### src/rtl/c2e_pkg.sv
// shared constants, types and the month table for the calendar to epoch block
// no dependencies
`default_nettype none

package c2e_pkg;

	localparam int YEAR_W   = 12;
	localparam int MONTH_W  = 4;
	localparam int DAY_W    = 5;
	localparam int HOUR_W   = 5;
	localparam int MINUTE_W = 6;
	localparam int SECOND_W = 6;
	localparam int EPOCH_W  = 32;

	// years past 1970, 0..135
	localparam int YOFS_W   = 8;
	// days of the month table plus the leap day, up to 335
	localparam int MDAYS_W  = 9;
	// total day count, up to about 49.7k
	localparam int DAYS_W   = 16;
	// seconds of the day, hour/minute/second at full field width
	localparam int TOD_W    = 17;

	localparam logic [YEAR_W-1:0]   YEAR_FIRST = 12'd1970;
	localparam logic [YEAR_W-1:0]   YEAR_LAST  = 12'd2105;
	// 2100 is the only century year in range that is not leap
	localparam logic [YOFS_W-1:0]   YOFS_2100  = 8'd130;
	localparam logic [YOFS_W-1:0]   YOFS_2101  = 8'd131;
	localparam logic [MONTH_W-1:0]  MONTH_JAN  = 4'd1;
	localparam logic [MONTH_W-1:0]  MONTH_FEB  = 4'd2;
	localparam logic [MONTH_W-1:0]  MONTH_DEC  = 4'd12;
	localparam logic [DAY_W-1:0]    DAY_FIRST  = 5'd1;
	localparam logic [8:0]          DAYS_YEAR  = 9'd365;
	localparam logic [11:0]         SECS_HOUR  = 12'd3600;
	localparam logic [5:0]          SECS_MIN   = 6'd60;
	localparam logic [TOD_W-1:0]    SECS_DAY   = 17'd86400;
	localparam logic [EPOCH_W-1:0]  EXPIRY_RESET = 32'd1568431212;

	typedef struct packed {
		logic [DAYS_W-1:0] days;
		logic [TOD_W-1:0]  tod;
	} days_item_t;

	// days before the start of a month in a common year, index 0 is january
	function automatic logic [MDAYS_W-1:0] days_before_month(input logic [MONTH_W-1:0] idx);
		logic [MDAYS_W-1:0] d;
		case (idx)
			4'd0:    d = 9'd0;
			4'd1:    d = 9'd31;
			4'd2:    d = 9'd59;
			4'd3:    d = 9'd90;
			4'd4:    d = 9'd120;
			4'd5:    d = 9'd151;
			4'd6:    d = 9'd181;
			4'd7:    d = 9'd212;
			4'd8:    d = 9'd243;
			4'd9:    d = 9'd273;
			4'd10:   d = 9'd304;
			4'd11:   d = 9'd334;
			default: d = 9'd0;
		endcase
		return d;
	endfunction

endpackage

`default_nettype wire

### src/rtl/c2e_days.sv
// first two pipeline stages: field clamping, day count and seconds of the day
// depends on c2e_pkg
`default_nettype none

module c2e_days import c2e_pkg::*; (
	input  wire logic                clk,
	input  wire logic                arst_n,
	input  wire logic                in_valid,
	output logic                     in_en,
	input  wire logic [YEAR_W-1:0]   year,
	input  wire logic [MONTH_W-1:0]  month,
	input  wire logic [DAY_W-1:0]    day,
	input  wire logic [HOUR_W-1:0]   hour,
	input  wire logic [MINUTE_W-1:0] minute,
	input  wire logic [SECOND_W-1:0] second,
	input  wire logic                dn_en,
	output logic                     dn_valid,
	output days_item_t               dn_item
);

	logic                 valid_s1;
	logic [DAYS_W-1:0]    ydays_s1;
	logic [MDAYS_W-1:0]   mdays_s1;
	logic [DAY_W-1:0]     dm1_s1;
	logic [HOUR_W-1:0]    hour_s1;
	logic [MINUTE_W-1:0]  minute_s1;
	logic [SECOND_W-1:0]  second_s1;

	logic                 valid_s2;
	days_item_t           item_s2;

	logic                 en1;
	logic                 en2;
	logic [YEAR_W-1:0]    ycl;
	logic [YOFS_W-1:0]    yofs;
	logic [YOFS_W-1:0]    leaps;
	logic                 leap_now;
	logic [MONTH_W-1:0]   mcl;
	logic [DAY_W-1:0]     dcl;
	logic [MDAYS_W-1:0]   mdays;
	logic [DAYS_W-1:0]    ydays;

	// bubbles collapse: a stage moves when empty or when the next one moves
	assign en2   = !valid_s2 || dn_en;
	assign en1   = !valid_s1 || en2;
	assign in_en = en1;

	always_comb begin
		ycl = year;
		if (year < YEAR_FIRST) begin
			ycl = YEAR_FIRST;
		end
		if (year > YEAR_LAST) begin
			ycl = YEAR_LAST;
		end
		yofs = YOFS_W'(ycl - YEAR_FIRST);
		// leap years in 1970..year-1; 2100 dropped once we are past it
		leaps = YOFS_W'((YOFS_W'(yofs + 8'd1)) >> 2);
		if (yofs >= YOFS_2101) begin
			leaps = YOFS_W'(leaps - 8'd1);
		end
		leap_now = (yofs[1:0] == 2'd2) && (yofs != YOFS_2100);

		mcl = month;
		if (month < MONTH_JAN) begin
			mcl = MONTH_JAN;
		end
		if (month > MONTH_DEC) begin
			mcl = MONTH_DEC;
		end
		mdays = days_before_month(MONTH_W'(mcl - MONTH_JAN));
		if (mcl > MONTH_FEB && leap_now) begin
			mdays = MDAYS_W'(mdays + 9'd1);
		end

		dcl = (day < DAY_FIRST) ? DAY_FIRST : day;
		ydays = DAYS_W'(DAYS_W'(yofs) * DAYS_W'(DAYS_YEAR)) + DAYS_W'(leaps);
	end

	always_ff @(posedge clk or negedge arst_n) begin
		if (!arst_n) begin
			valid_s1 <= 1'b0;
			valid_s2 <= 1'b0;
		end else begin
			if (en1) begin
				valid_s1 <= in_valid;
			end
			if (en2) begin
				valid_s2 <= valid_s1;
			end
		end
	end

	always_ff @(posedge clk) begin
		if (en1) begin
			ydays_s1  <= ydays;
			mdays_s1  <= mdays;
			dm1_s1    <= DAY_W'(dcl - DAY_FIRST);
			hour_s1   <= hour;
			minute_s1 <= minute;
			second_s1 <= second;
		end
		if (en2) begin
			item_s2.days <= DAYS_W'(ydays_s1 + DAYS_W'(mdays_s1) + DAYS_W'(dm1_s1));
			item_s2.tod  <= TOD_W'(TOD_W'(hour_s1) * TOD_W'(SECS_HOUR))
				+ TOD_W'(TOD_W'(minute_s1) * TOD_W'(SECS_MIN))
				+ TOD_W'(second_s1);
		end
	end

	assign dn_valid = valid_s2;
	assign dn_item  = item_s2;

endmodule

`default_nettype wire

### src/rtl/c2e_secs.sv
// third pipeline stage: day count times 86400 plus seconds of the day
// depends on c2e_pkg
`default_nettype none

module c2e_secs import c2e_pkg::*; (
	input  wire logic               clk,
	input  wire logic               arst_n,
	input  wire logic               up_valid,
	input  wire days_item_t         up_item,
	output logic                    up_en,
	input  wire logic               dn_en,
	output logic                    dn_valid,
	output logic [EPOCH_W-1:0]      dn_secs
);

	logic               valid_s3;
	logic [EPOCH_W-1:0] secs_s3;
	logic               en3;
	logic [DAYS_W+TOD_W-1:0] prod;

	assign en3   = !valid_s3 || dn_en;
	assign up_en = en3;
	assign prod  = (DAYS_W+TOD_W)'(up_item.days) * (DAYS_W+TOD_W)'(SECS_DAY);

	always_ff @(posedge clk or negedge arst_n) begin
		if (!arst_n) begin
			valid_s3 <= 1'b0;
		end else if (en3) begin
			valid_s3 <= up_valid;
		end
	end

	// sum wraps at 32 bits
	always_ff @(posedge clk) begin
		if (en3) begin
			secs_s3 <= EPOCH_W'(prod) + EPOCH_W'(up_item.tod);
		end
	end

	assign dn_valid = valid_s3;
	assign dn_secs  = secs_s3;

endmodule

`default_nettype wire

### src/rtl/calendar_to_epoch_expiry_check.sv
// top level: calendar time to epoch seconds with expiry compare
// depends on c2e_pkg, c2e_days, c2e_secs
`default_nettype none

// Converts one Gregorian calendar time per item into seconds since
// 1970-01-01 00:00:00 and flags whether that value is below the expiry
// register. Years are clamped into 1970..2105, month 0 reads as January,
// months above 12 as December, day 0 as day 1; days past the month end and
// oversize hour, minute or second fields simply add at their weight.
// The path is a four-stage pipeline: clamp and year/month day counts, day
// sum and seconds of the day, the multiply by 86400, then the expiry compare
// in the output register. One item is accepted every clock unless the
// pipeline is backed up; each item passes the stage registers in order.
// A stalled output only backs up the pipeline once every stage holds an
// item; empty stages keep filling meanwhile. The expiry register resets to
// 1568431212, is written through the cfg port (cfg_ready is always high) and
// must only be changed while no item is in flight.
module calendar_to_epoch_expiry_check import c2e_pkg::*; (
	input  wire logic                clk,
	input  wire logic                arst_n,

	// config write channel
	input  wire logic                cfg_valid,
	output logic                     cfg_ready,
	input  wire logic [EPOCH_W-1:0]  cfg_data,

	// item input
	input  wire logic                in_valid,
	output logic                     in_stall,
	input  wire logic [YEAR_W-1:0]   year,
	input  wire logic [MONTH_W-1:0]  month,
	input  wire logic [DAY_W-1:0]    day,
	input  wire logic [HOUR_W-1:0]   hour,
	input  wire logic [MINUTE_W-1:0] minute,
	input  wire logic [SECOND_W-1:0] second,

	// result output
	output logic                     out_valid,
	input  wire logic                out_stall,
	output logic [EPOCH_W-1:0]       epoch_seconds,
	output logic                     before_expiry
);

	logic               in_en;
	logic               days_valid;
	days_item_t         days_item;
	logic               secs_en;
	logic               secs_valid;
	logic [EPOCH_W-1:0] secs;
	logic               en4;

	logic [EPOCH_W-1:0] expiry_q;
	logic               valid_s4;
	logic [EPOCH_W-1:0] epoch_s4;
	logic               before_s4;

	// stages one and two: clamping, day count, seconds of the day
	c2e_days u_days (
		.clk      (clk),
		.arst_n   (arst_n),
		.in_valid (in_valid),
		.in_en    (in_en),
		.year     (year),
		.month    (month),
		.day      (day),
		.hour     (hour),
		.minute   (minute),
		.second   (second),
		.dn_en    (secs_en),
		.dn_valid (days_valid),
		.dn_item  (days_item)
	);

	// stage three: days to seconds
	c2e_secs u_secs (
		.clk      (clk),
		.arst_n   (arst_n),
		.up_valid (days_valid),
		.up_item  (days_item),
		.up_en    (secs_en),
		.dn_en    (en4),
		.dn_valid (secs_valid),
		.dn_secs  (secs)
	);

	// the config register is always free to take a write
	assign cfg_ready = 1'b1;

	always_ff @(posedge clk or negedge arst_n) begin
		if (!arst_n) begin
			expiry_q <= EXPIRY_RESET;
		end else if (cfg_valid && cfg_ready) begin
			expiry_q <= cfg_data;
		end
	end

	// stage four is the output register; it loads when empty or taken
	assign en4 = !valid_s4 || !out_stall;

	always_ff @(posedge clk or negedge arst_n) begin
		if (!arst_n) begin
			valid_s4 <= 1'b0;
		end else if (en4) begin
			valid_s4 <= secs_valid;
		end
	end

	always_ff @(posedge clk) begin
		if (en4) begin
			epoch_s4  <= secs;
			before_s4 <= (secs < expiry_q);
		end
	end

	assign in_stall      = !in_en;
	assign out_valid     = valid_s4;
	assign epoch_seconds = epoch_s4;
	assign before_expiry = before_s4;

endmodule

`default_nettype wire

### config.mk
export PLATFORM = sky130hd
export DESIGN_NAME = calendar_to_epoch_expiry_check
export DESIGN_NICKNAME = d
export VERILOG_FILES = /design/src/rtl/c2e_pkg.sv /design/src/rtl/c2e_days.sv /design/src/rtl/c2e_secs.sv /design/src/rtl/calendar_to_epoch_expiry_check.sv
export SDC_FILE = /design/constraint.sdc
export NUM_CORES = 1
export LEC_CHECK = 0
export ABC_CLOCK_PERIOD_IN_PS = 12200
export BUFFER_PORTS_ARGS = -buffer_cell sky130_fd_sc_hd__buf_2
export CELL_PAD_IN_SITES_DETAIL_PLACEMENT = 1
export CELL_PAD_IN_SITES_GLOBAL_PLACEMENT = 1
export CORE_ASPECT_RATIO = 1.4
export CORE_MARGIN = 2
export CORE_UTILIZATION = 54
export DETAILED_ROUTE_END_ITERATION = 8
export PLACE_DENSITY_LB_ADDON = 0.1
export SLEW_MARGIN = 20
export SYNTH_ARGS = -nofsm -noshare
export SYNTH_HDL_FRONTEND = slang
export SYNTH_SLANG_ARGS = --single-unit
### constraint.sdc
create_clock -name clk -period 12.2 [get_ports clk]
set_input_delay 1.83 -clock clk [delete_from_list [all_inputs] [get_ports clk]]
set_output_delay 1.83 -clock clk [all_outputs]
set_load 0.02 [all_outputs]
==> impl_metrics.toml, run 1 <==
[global_route]
grt_pass1_vias = 11800
grt_overflow = 0
grt_usage = 0.234
grt_pass1_wl_um = 56000
antenna_found_initial = 0
grt_max_degree = 64

[cells_and_area]
area_delta_synth_final_pct = 10.2
drive_above_1_share = 0.137
multiInputGateArea_um2 = 8970
regArea_um2 = 5280
fin_nets = 1950
fillerInstances = 3114
n_antenna_cell = 0

[timing]
relSlewSlack = 0.333
fin_crit_ns = 8.30
rsz0062_at_grt = "false"
finalSetupViolCount = 0
worst_slew_pin_slew_ns = 1.00
max_freq_mhz = 120
fin_crit_sh = 0.680
drv_slew = 0
clock-skew-final_ns = 0.0139
fin_setup_tns_ns = 0
final-hold-violation-count = 0

[die]
die_w_um = 146
fp.dieArea_um2 = 29800
core_um2 = 28100
io_pins = 111
die_y_um = 203
rows = 73
initial_utilization = 0.545

[critical_path]
reg2reg_depth = 18
crit_arrival_ns = 8.52
crit_start = "year[4]"
crit_path_start_kind = "primary input"
r2r_start = "u_days.dn_item[22]$_DFFE_PP_"
crit_path_end_kind = "flip-flop"
timing.rr.end = "u_secs.dn_secs[31]$_DFFE_PP_"
required_ns = 12.42
endpoint = "u_days.ydays_s1[13]$_DFFE_PN_"
crit_slowest_cell = "a21oi_1"
max_stage_delay_ns = 0.64
crit_type = "primary input to flip-flop"
path_max_fanout = 8
r2r_setup_slack_ns = 6.61

[hold_path]
hold_path.class = "flip-flop to flip-flop"

[yosys]
synth_nets = 1838
yosys_most_used_dff = "edfxtp_1"
avgSynthCellArea_um2 = 10.6
synth_cell_type_count = 90
synthArstFlopShare = 0.199
synth_area_um2 = 15300
yosysWarningCount = 0
synth_edf_count = 145
ys_seq_area_frac = 0.344
ys_ff_latch = 181
syn_inst = 1441

[cts]
cts_sinks = 181
post_cts_buffers = 0
cts_hold_buffers = 0
path_clk_slew_ns = 0.08
cts_tree = "done"
clk_latency_ns = 0.47
cts_buffers = 17
clockBufferDepth = 2
cts_resized = 0
htreeDepth = 4
root_buffer = "clkbuf_16"

[route]
drc = 0
ant_nets = 0
drt-total-wl_um = 33100
firstDrtPassIters = 4
via_per_inst = 5.46
drt_iter0_markers = 385
num_vias = 10600
post_drt_wl_per_cell_um = 17.1

[placement]
numPortBuffers = 109
routabilityCongestion = 0.825
hpwl_um = 27000

[run_status]
outcome = "finished clean"

[job]
maxCapViolCount = 0
[layout by cell type, fill, tap and decap left out, drive strengths merged, types with 24 or more instances in the layout]
cell,synthesis,routed
ha,244,244
xor2,26,26
a21o,32,32
buf,7,113
nand2,84,84
inv,258,265
nor3,24,24
edfxtp,145,145
a21oi,75,75
fa,78,78
o21ai,65,65
nor2,57,57
xnor2,78,78
[worst max-delay path: cells and delay by family]
| family | cells | cell delay [ns] |
|---|---|---|
| fa+ha+maj | 7 | 2.53 |
| buf+inv | 6 | 0.47 |
| simple gates | 6 | 1.12 |
| xor+xnor | 3 | 0.45 |
| compound gates | 8 | 2.08 |
[through the flow]
step           std cells  hold slack (ns)   util  area, um2  worst slack, ns
5_1_grt             1941            0.440  0.601      16900             3.42
6_report            1941            0.426  0.601      16900             3.90
3_5_place_dp        1909            0.406  0.578      16300             3.48
4_1_cts             1941            0.426  0.601      16900             3.89
3_3_place_gp        1909            0.401  0.578      16300             3.62
2_1_floorplan       1441            0.400      -      15300             4.47
[logic make-up (layout without fill, tap and decap cells)]
group / count (synthesis) / after routing / share of synthesized area
adders and majority gates: 323 / 323 / 0.302
other: 1 / 1 / 0.000245
AOI/OAI and AO/OA: 265 / 265 / 0.118
muxes: 9 / 9 / 0.00620
and+or+nand+nor: 280 / 280 / 0.0992
xor gates and xnor gates: 104 / 104 / 0.0599
buffers and inverters: 278 / 403 / 0.0712
DFF: 181 / 181 / 0.344
[cells in the mapped netlist, types with 22 or more instances]
cell type,instances,area [um2]
o21ai_0,62,310
xnor2_1,78,683
nor2_1,57,214
edfxtp_1,145,4350
nor3_1,22,110
inv_1,258,968
a21oi_1,70,350
fa_1,78,1560
xor2_1,25,219
ha_1,244,3050
a21o_1,32,240
nand2_1,83,312
[worst min path at each step]
| stage | from | endpoint | depth (start not counted) |
|---|---|---|---|
| finish | u_days.dn_item[3]$_DFFE_PP_ | u_secs.dn_secs[3]$_DFFE_PP_ | 0 |
| global route | u_days.dn_item[3]$_DFFE_PP_ | u_secs.dn_secs[3]$_DFFE_PP_ | 0 |
| CTS | u_days.dn_item[3]$_DFFE_PP_ | u_secs.dn_secs[3]$_DFFE_PP_ | 0 |
| detailed placement | u_days.dn_item[3]$_DFFE_PP_ | u_secs.dn_secs[3]$_DFFE_PP_ | 0 |
| global placement | u_days.second_s1[1]$_DFFE_PN_ | u_days.dn_item[1]$_DFFE_PP_ | 0 |
| floorplan | u_days.second_s1[0]$_DFFE_PN_ | u_days.dn_item[0]$_DFFE_PP_ | 0 |
[registers in the layout, summed over array words and instances, names as in the netlist, 5 cells and up]
| signal | cells |
|---|---|
| epoch_seconds | 32 |
| expiry_q | 32 |
| u_days.dm1_s1 | 5 |
| u_days.dn_item | 33 |
| u_days.hour_s1 | 5 |
| u_days.mdays_s1 | 9 |
| u_days.minute_s1 | 6 |
| u_days.second_s1 | 6 |
| u_days.ydays_s1 | 16 |
| u_secs.dn_secs | 32 |
[metal layers]
layer  part of all wire  vias up  global-route usage
li1                   -     5173                   -
met1               0.38     5242               0.238
met2               0.58      130               0.483
met3              0.019       51              0.0306
met4              0.022        0              0.0784
met5                  0        -                   0
[cell type report]
class	count	area share
clock buffers	17	0.0252
clock inverters	15	0.0127
inverters	258	0.0573
multi-input cells	982	0.531
flip-flops and latches	181	0.312
well taps	375	0.0278
repair buffers	113	0.0340
Power of run 1 is left out: the tool's default activity adds up to more than one toggle a clock period on the data nets, which glitch-free logic cannot reach.
==> inputs of run 2 (changes only) <==
ABC_CLOCK_PERIOD_IN_PS = 7200   (was 12200)
CORE_UTILIZATION = 45   (was 54)
clock period = 7.2 ns   (was 12.2 ns; I/O delays follow)
==> impl_metrics.toml, run 2 (synthesized netlist as in run 1, its figures left out) <==
[cells_and_area]
fin_nets = 1977
final_core_util = 0.507
layout_commonest_cell = "inv_1"
largest_reg_flops = 33
layout_common_cells = "inv_1, ha_1, edfxtp_1"
n_antenna_cell = 0
multiInputGateArea_um2 = 8980
area_delta_synth_final_pct = 11.9
drive_above_1_share = 0.153
fillerInstances = 3820
regArea_um2 = 5280

[global_route]
grt_usage = 0.186
grt_max_degree = 64
antenna_found_initial = 0
grt_pass1_wl_um = 53800
grt_overflow = 0
grt_pass1_vias = 11400

[timing]
final-hold-violation-count = 0
fin_crit_sh = 0.934
finalHoldWorstSlack_ns = 0.421
fin_setup_tns_ns = 0
rsz0062_at_grt = "false"
max_freq_mhz = 149
finalSetupViolCount = 0
worst_slew_pin_slew_ns = 1.00
clock-skew-final_ns = 0.0137
fin_crit_ns = 6.72
relSlewSlack = 0.331
drv_slew = 0

[die]
die_w_um = 160
io_pins = 111
die_y_um = 222
fp.dieArea_um2 = 35600
rows = 80
core_um2 = 33800
initial_utilization = 0.453

[placement]
numPortBuffers = 109
hpwl_um = 26000
routabilityCongestion = 0.827

[critical_path]
crit_slowest_cell = "fa_1"
reg2reg_depth = 18
crit_type = "primary input to flip-flop"
path_max_fanout = 5
required_ns = 7.40
crit_path_end_kind = "flip-flop"
crit_arrival_ns = 6.92
max_stage_delay_ns = 0.49
crit_path_start_kind = "primary input"

[cts]
clockBufferDepth = 2
cts_hold_buffers = 0
root_buffer = "clkbuf_16"
cts_tree = "done"
path_clk_slew_ns = 0.08
post_cts_buffers = 0
cts_sinks = 181
cts_buffers = 17
clk_latency_ns = 0.45
htreeDepth = 4

[run_status]
outcome = "finished clean"

[route]
firstDrtPassIters = 4
drc = 0
drt_iter0_markers = 290
post_drt_wl_per_cell_um = 15.1
ant_nets = 0
drt-total-wl_um = 30800
via_per_inst = 5.10
num_vias = 10400

[hold_path]
hold_path.class = "flip-flop to flip-flop"
hold-path-cell-count = 0

[job]
maxCapViolCount = 0
==> run 2: changes by cell type in the layout (fill, tap and decap cells not counted), moves of 2 or more <==
cell / change
buf_4: +27
inv_8: +3
clkinv_8: -2
clkinvlp_4: +2
o21ai_0: -2
o21ai_1: +2
==> run 2: metal layers <==
metal	track usage	part of all wire	wire length [um]
met3	0.0222	0.019	592
met1	0.203	0.41	12500
met2	0.366	0.55	17100
met5	0	0	0
met4	0.0619	0.020	604
==> run 2: cell type report <==
type                       instances  area share
multi-input combinational        982       0.523
timing repair buffer             140      0.0453
sequential                       181       0.307
clock inverter                    15      0.0101
tap                              451      0.0329
clock buffer                      17      0.0248
inverter                         258      0.0564
==> run 2: worst paths after layout <==
check	from	end	slack (ns)
max	year[1]	u_days.ydays_s1[13]$_DFFE_PN_	0.48
min	u_days.second_s1[1]$_DFFE_PN_	u_days.dn_item[1]$_DFFE_PP_	0.42
max reg2reg	u_days.dn_item[22]$_DFFE_PP_	u_secs.dn_secs[29]$_DFFE_PP_	1.68
min reg2reg	u_days.second_s1[1]$_DFFE_PN_	u_days.dn_item[1]$_DFFE_PP_	0.42
max in group asynchronous	arst_n	expiry_q[31]$_DFFE_PN0P_	5.90
min in group asynchronous	arst_n	expiry_q[0]$_DFFE_PN0P_	0.73
==> run 2: what timing repair did <==
| item | in CTS | in global routing |
|---|---|---|
| hold endpoints to repair | 0 | 0 |
| resized for setup | 0 | 5 |
| setup endpoints to repair | 0 | 2 |
==> run 2: critical path: cells and delay by family <==
| family | cells | cell delay [ns] |
|---|---|---|
| buffers and inverters | 6 | 0.39 |
| AOI/OAI and AO/OA | 9 | 1.70 |
| adders and majority gates | 8 | 2.53 |
| xor gates and xnor gates | 2 | 0.29 |
| and+or+nand+nor | 5 | 0.92 |
==> run 2: through the flow <==
stage | instances | instance area, um2 | setup slack [ns]
floorplan | 1441 | 15300 | 0.224
global placement | 2012 | 16600 | 0.0260
detailed placement | 2012 | 16600 | -0.216
CTS | 2044 | 17200 | 0.270
global route | 2044 | 17200 | 0.0597
finish | 2044 | 17200 | 0.478
Power of run 2 is left out for the same reason.
